<file path="config.mk">
export PLATFORM = sky130hd
export DESIGN_NAME = aes_ctr_ctrl
export DESIGN_NICKNAME = d
export VERILOG_FILES = /design/src/hw/rtl/aes_ctr_pkg.sv /design/src/hw/rtl/aes_ctr_ctrl.sv
export SDC_FILE = /design/constraint.sdc
export NUM_CORES = 1
export LEC_CHECK = 0
export BUFFER_PORTS_ARGS = -buffer_cell sky130_fd_sc_hd__buf_2
export CELL_PAD_IN_SITES_DETAIL_PLACEMENT = 0
export CELL_PAD_IN_SITES_GLOBAL_PLACEMENT = 1
export CORE_AREA = 2 2 43 45
export CTS_CLUSTER_SIZE = 40
export DETAILED_ROUTE_END_ITERATION = 8
export DIE_AREA = 0 0 45 47
export PLACE_DENSITY = 0.86
export SLEW_MARGIN = 20
export SYNTH_ARGS = -nofsm -noshare
export SYNTH_HDL_FRONTEND = slang
export SYNTH_SLANG_ARGS = --single-unit
</file>
<file path="constraint.sdc">
create_clock -name clk_i -period 3 [get_ports clk_i]
set_clock_uncertainty 0.15 [all_clocks]
set_input_delay 0 -clock clk_i [delete_from_list [all_inputs] [get_ports clk_i]]
set_output_delay 0 -clock clk_i [all_outputs]
set_load 0.03 [all_outputs]
</file>
<file path="src/hw/rtl/aes_ctr_pkg.sv">
// Package for the AES-256 CTR block: types, constants and the round functions.
// Used by the register file, controller, datapath and top level.
package aes_ctr_pkg;

  localparam int NUM_ROUNDS = 14;
  localparam int RK_ROWS    = 15;
  localparam logic [7:0] GF_REDUCE = 8'h1b;
  localparam logic [7:0] GF_TOP    = 8'h80;

  // Forward S-box, entry 0 in the top byte.
  localparam logic [2047:0] SBOX_FLAT = {
    128'h637c777bf26b6fc53001672bfed7ab76, 128'hca82c97dfa5947f0add4a2af9ca472c0,
    128'hb7fd9326363ff7cc34a5e5f171d83115, 128'h04c723c31896059a071280e2eb27b275,
    128'h09832c1a1b6e5aa0523bd6b329e32f84, 128'h53d100ed20fcb15b6acbbe394a4c58cf,
    128'hd0efaafb434d338545f9027f503c9fa8, 128'h51a3408f929d38f5bcb6da2110fff3d2,
    128'hcd0c13ec5f974417c4a77e3d645d1973, 128'h60814fdc222a908846eeb814de5e0bdb,
    128'he0323a0a4906245cc2d3ac629195e479, 128'he7c8376d8dd54ea96c56f4ea657aae08,
    128'hba78252e1ca6b4c6e8dd741f4bbd8b8a, 128'h703eb5664803f60e613557b986c11d9e,
    128'he1f8981169d98e949b1e87e9ce5528df, 128'h8ca1890dbfe6426841992d0fb054bb16
  };

  typedef enum logic [2:0] {
    REG_KEY0     = 3'd0,
    REG_KEY1     = 3'd1,
    REG_KEY2     = 3'd2,
    REG_KEY3     = 3'd3,
    REG_NONCE_HI = 3'd4,
    REG_NONCE_LO = 3'd5
  } reg_idx_e;

  typedef enum logic [1:0] {
    ST_IDLE   = 2'd0,
    ST_KEYEXP = 2'd1,
    ST_RUN    = 2'd2
  } ctrl_state_e;

  // Commands from the controller to the datapath.
  typedef struct packed {
    logic       in_take;
    logic       exp_en;
    logic [3:0] exp_row;
    logic [3:0] rd_row;
    logic       run_en;
    logic [3:0] rnd;
    logic       out_load;
  } dp_cmd_t;

  function automatic logic [7:0] sbox(input logic [7:0] b);
    logic [10:0] pos;
    pos = 11'd2047 - {b, 3'b000};
    return SBOX_FLAT[pos -: 8];
  endfunction

  function automatic logic [7:0] xtime(input logic [7:0] b);
    return {b[6:0], 1'b0} ^ (((b & GF_TOP) != 8'h00) ? GF_REDUCE : 8'h00);
  endfunction

  function automatic logic [31:0] sbox_word(input logic [31:0] w);
    return {sbox(w[31:24]), sbox(w[23:16]), sbox(w[15:8]), sbox(w[7:0])};
  endfunction

  function automatic logic [127:0] sub_bytes(input logic [127:0] s);
    logic [127:0] t;
    for (int k = 0; k < 16; k++) begin
      t[8*k +: 8] = sbox(s[8*k +: 8]);
    end
    return t;
  endfunction

  // Byte k of the state sits at bits 127-8k down to 120-8k.
  function automatic logic [127:0] row_shift(input logic [127:0] s);
    logic [127:0] t;
    for (int c = 0; c < 4; c++) begin
      for (int r = 0; r < 4; r++) begin
        t[127 - 8*(4*c + r) -: 8] = s[127 - 8*(4*((c + r) % 4) + r) -: 8];
      end
    end
    return t;
  endfunction

  function automatic logic [127:0] column_mix(input logic [127:0] s);
    logic [127:0] t;
    logic [7:0]   a0, a1, a2, a3, all;
    for (int c = 0; c < 4; c++) begin
      a0  = s[127 - 32*c -: 8];
      a1  = s[119 - 32*c -: 8];
      a2  = s[111 - 32*c -: 8];
      a3  = s[103 - 32*c -: 8];
      all = a0 ^ a1 ^ a2 ^ a3;
      t[127 - 32*c -: 8] = a0 ^ all ^ xtime(a0 ^ a1);
      t[119 - 32*c -: 8] = a1 ^ all ^ xtime(a1 ^ a2);
      t[111 - 32*c -: 8] = a2 ^ all ^ xtime(a2 ^ a3);
      t[103 - 32*c -: 8] = a3 ^ all ^ xtime(a3 ^ a0);
    end
    return t;
  endfunction

endpackage

</file>
<file path="src/hw/rtl/aes_ctr_ctrl.sv">
// Controller of the AES-256 CTR block: key expansion sequence, round count
// and the handshakes. Depends on aes_ctr_pkg.
module aes_ctr_ctrl (
  input  logic                 clk_i,
  input  logic                 rst_ni,
  input  logic                 key_wr_i,
  input  logic                 in_valid_i,
  output logic                 in_ready_o,
  output logic                 out_valid_o,
  input  logic                 out_ready_i,
  output aes_ctr_pkg::dp_cmd_t cmd_o
);
  import aes_ctr_pkg::*;

  localparam logic [3:0] LastRow = 4'(RK_ROWS - 1);

  ctrl_state_e state_q, state_d;
  logic [3:0]  cnt_q, cnt_d;
  logic        out_valid_q, out_valid_d;
  logic        out_free;

  assign out_free = !out_valid_q || out_ready_i;

  // Next state and datapath commands.
  always_comb begin
    state_d     = state_q;
    cnt_d       = cnt_q;
    out_valid_d = out_valid_q && !out_ready_i;
    in_ready_o  = 1'b0;
    cmd_o       = '0;
    cmd_o.rnd     = cnt_q;
    cmd_o.exp_row = cnt_q;
    if (key_wr_i) begin
      state_d = ST_KEYEXP;
      cnt_d   = '0;
    end else begin
      case (state_q)
        ST_IDLE: begin
          in_ready_o = 1'b1;
          if (in_valid_i) begin
            cmd_o.in_take = 1'b1;
            cnt_d         = '0;
            state_d       = ST_RUN;
          end
        end
        ST_KEYEXP: begin
          cmd_o.exp_en = 1'b1;
          cnt_d        = cnt_q + 4'd1;
          if (cnt_q == LastRow) begin
            state_d = ST_IDLE;
          end
        end
        ST_RUN: begin
          if (cnt_q == LastRow) begin
            if (out_free) begin
              cmd_o.run_en   = 1'b1;
              cmd_o.out_load = 1'b1;
              out_valid_d    = 1'b1;
              state_d        = ST_IDLE;
            end
          end else begin
            cmd_o.run_en = 1'b1;
            cnt_d        = cnt_q + 4'd1;
          end
        end
        default: state_d = ST_IDLE;
      endcase
    end
    // The round key memory is read in the cycle before its row is used.
    cmd_o.rd_row = cnt_d;
  end

  always_ff @(posedge clk_i or negedge rst_ni) begin
    if (!rst_ni) begin
      state_q     <= ST_IDLE;
      cnt_q       <= '0;
      out_valid_q <= 1'b0;
    end else begin
      state_q     <= state_d;
      cnt_q       <= cnt_d;
      out_valid_q <= out_valid_d;
    end
  end

  assign out_valid_o = out_valid_q;

endmodule

</file>
==> impl_results.md <==
- Outcome: finished, final reports clean
- DP Wirelength: 919 um
- Post-Syn Area: 543 sq um
- Postcts setup bufs: 0
- Worst IR Drop VDD: 142 uV
- Yosys warnings: 0
- Yosys top cell area share: 0.323
- Final Instance Area: 707 sq um
- Leakage power: 0.347 nW
- Initial DRT Pass Iterations: 4
- R2R cell count: 6
- Largest net degree at the start of global routing: 18
- Top cells by count, synth: dfrtp_1, buf_4, nor2_1
- Post-layout nets: 94
- Leading post-synthesis cells by cell area: dfrtp_1, buf_4, ha_1, nand2b_1, nor2b_1
- WL/cell: 12.8 um
- Type of the worst min-delay path: input pin to register
- Critical path capture point type: primary output
- Worst skew pair latency: 0.25 ns
- # DRC: 0
- # placed instances: 93
- Setup slack after layout: 0.690 ns
- Remaining Overflow, GRT: 0
- Dpl cell area: 621 sq um
- IO Count: 23
- Yosys top cell by area: dfrtp_1
- RD Place Congestion: 0.814
- Post-Syn Instances: 62
- Max Clk Rate: 433 MHz
- Initial Util: 0.329
- Synth Area per Inst: 8.76 sq um
- TritonCTS clock tree: done
- Max FO, Critical Path: 8
- Fin Hold WS: 0.446 ns
- Post-CTS Resized: 0
- R2r endpoint: state_q[1]$_DFFE_PN0P_
- Worst slack, placed: 0.950 ns
- Power Density: 369 nW/um^2
- Cts hold-fix bufs: 6
- ANT nets after route: 0
- Cell variety after synth: 32
- Arrival time worst endpoint: 2.16 ns
- Post-Layout Cell Count: 103
- Core area: 1650 sq um
- First-pass GRT wire length: 2170 um
- GRT Resource Usage Total: 0.143
- RSZ-0062 raised after global routing: no
- Setup violators final: 0
- CP Launch Type: register
- Main synth FF type: dfrtp_1
- Die ar.: 2120 sq um
- MaxCap Viol Count: 0
- CTS H-tree lvls: 1
- Setup crit start: cnt_q[0]$_DFF_PN0_
- Register area share after synthesis: 0.323
- Period utilisation layout: 0.770
- Slew headroom: 0.695
- Die Y: 47 um
- Root buf cell: clkbuf_4
- Initial antenna violation count: 0
- #FFs+latches synth: 7
- Die Width: 45 um
- Vias in the first global route: 488
- Fraction of layout cells with a size suffix above 1: 0.302
- EDFF count, synth: 0
- Reg-to-reg slack, setup: 1.00 ns
- Worst EP required: 2.85 ns
- Vias per cell: 5.65
- Worst r2r src: cnt_q[0]$_DFF_PN0_
- Final total power: 261 uW
- PortBufs: 22
- Num CTS Buffers: 3
- Finished Core Util: 0.428
- Most frequent cell after synthesis: dfrtp_1
- CP endpoint: cmd_o[9]
- Min cycle time layout: 2.31 ns
- Inserted Diodes: 0
- Critical path class: register to primary output
- WL final: 1320 um
- Worst-Margin Slew: 0.458 ns
- Vias: 582
- Post-synth ARST share: 1.00
- Initial DRC Count: 8
- Layout area overhead: 30.2%
- Post-synthesis net count: 69
- Slew Limit Fails: 0
- CTS max path bufs: 2
- Clock Pin Slew Worst Setup and Hold Paths: 0.06 ns
- Fin. Hold Viols: 0
- Clock Sinks: 7
- Cell Rows: 15
- Setup TNS: 0 ns
-- cells in the final DEF (no fill, tap or decap), types with 3 or more instances in the layout --
master and n:
buf_2 22, dfrtp_1 7, dlygate4sd3_1 6, nor2_1 4
inv_1 3, o21ai_0 3, nor2b_1 3, nand2b_1 3
nor3_1 3, clkbuf_4 3
-- registers in the layout, summed over array words and instances, names as in the netlist --
register     cells
state_q          2
out_valid_o      1
cnt_q            4
-- where the power goes --
part | leakage, nW | switching [mW] | internal [mW]
registers | 0.0900 | 0.00863 | 0.0980
logic | 0.242 | 0.0421 | 0.0231
clock network | 0.0150 | 0.0383 | 0.0510
total | 0.347 | 0.0890 | 0.172
-- cell families after synthesis --
logic type | after synthesis | share of synthesized area
AO/OA/AOI/OAI | 14 | 0.184
XOR/XNOR | 2 | 0.0323
adder cells (fa/ha/maj) | 2 | 0.0461
buffers and inverters | 11 | 0.120
flip-flops | 7 | 0.323
multiplexers | 1 | 0.0184
AND/OR/NAND/NOR | 25 | 0.277
-- worst max-delay path, stage by stage, from the launching register on --
cell and delay (ns):
dfrtp_1 0.46, inv_1 0.12, ha_1 0.21, and4b_4 0.21
a2111o_1 0.39, a41oi_1 0.27, buf_2 0.24
-- layer usage --
metal,part of all wire,GRT usage
met2,0.46,0.226
met3,0.053,0.0231
met1,0.47,0.185
met5,0,0
met4,0.0091,0.0882
-- worst min path at each step --
| stage | start | end | depth (start not counted) |
|---|---|---|---|
| after floorplan | rst_ni | cnt_q[0]$_DFF_PN0_ | 0 |
| after CTS | key_wr_i | cnt_q[1]$_DFF_PN0_ | 3 |
| after global placement | rst_ni | out_valid_o$_DFF_PN0_ | 1 |
| final | key_wr_i | cnt_q[1]$_DFF_PN0_ | 3 |
| after detailed placement | rst_ni | out_valid_o$_DFF_PN0_ | 1 |
| after global routing | key_wr_i | cnt_q[2]$_DFF_PN0_ | 3 |
-- layout make-up --
class | instances | area, sq um
Sequential cell | 7 | 175
Clock buffer | 4 | 26.3
Timing Repair Buffer | 28 | 170
Tap cell | 17 | 21.3
Multi-Input combinational cell | 44 | 303
Inverter | 3 | 11.3
Fill cell | 173 | 945
Power figures use the tool's default switching activity.
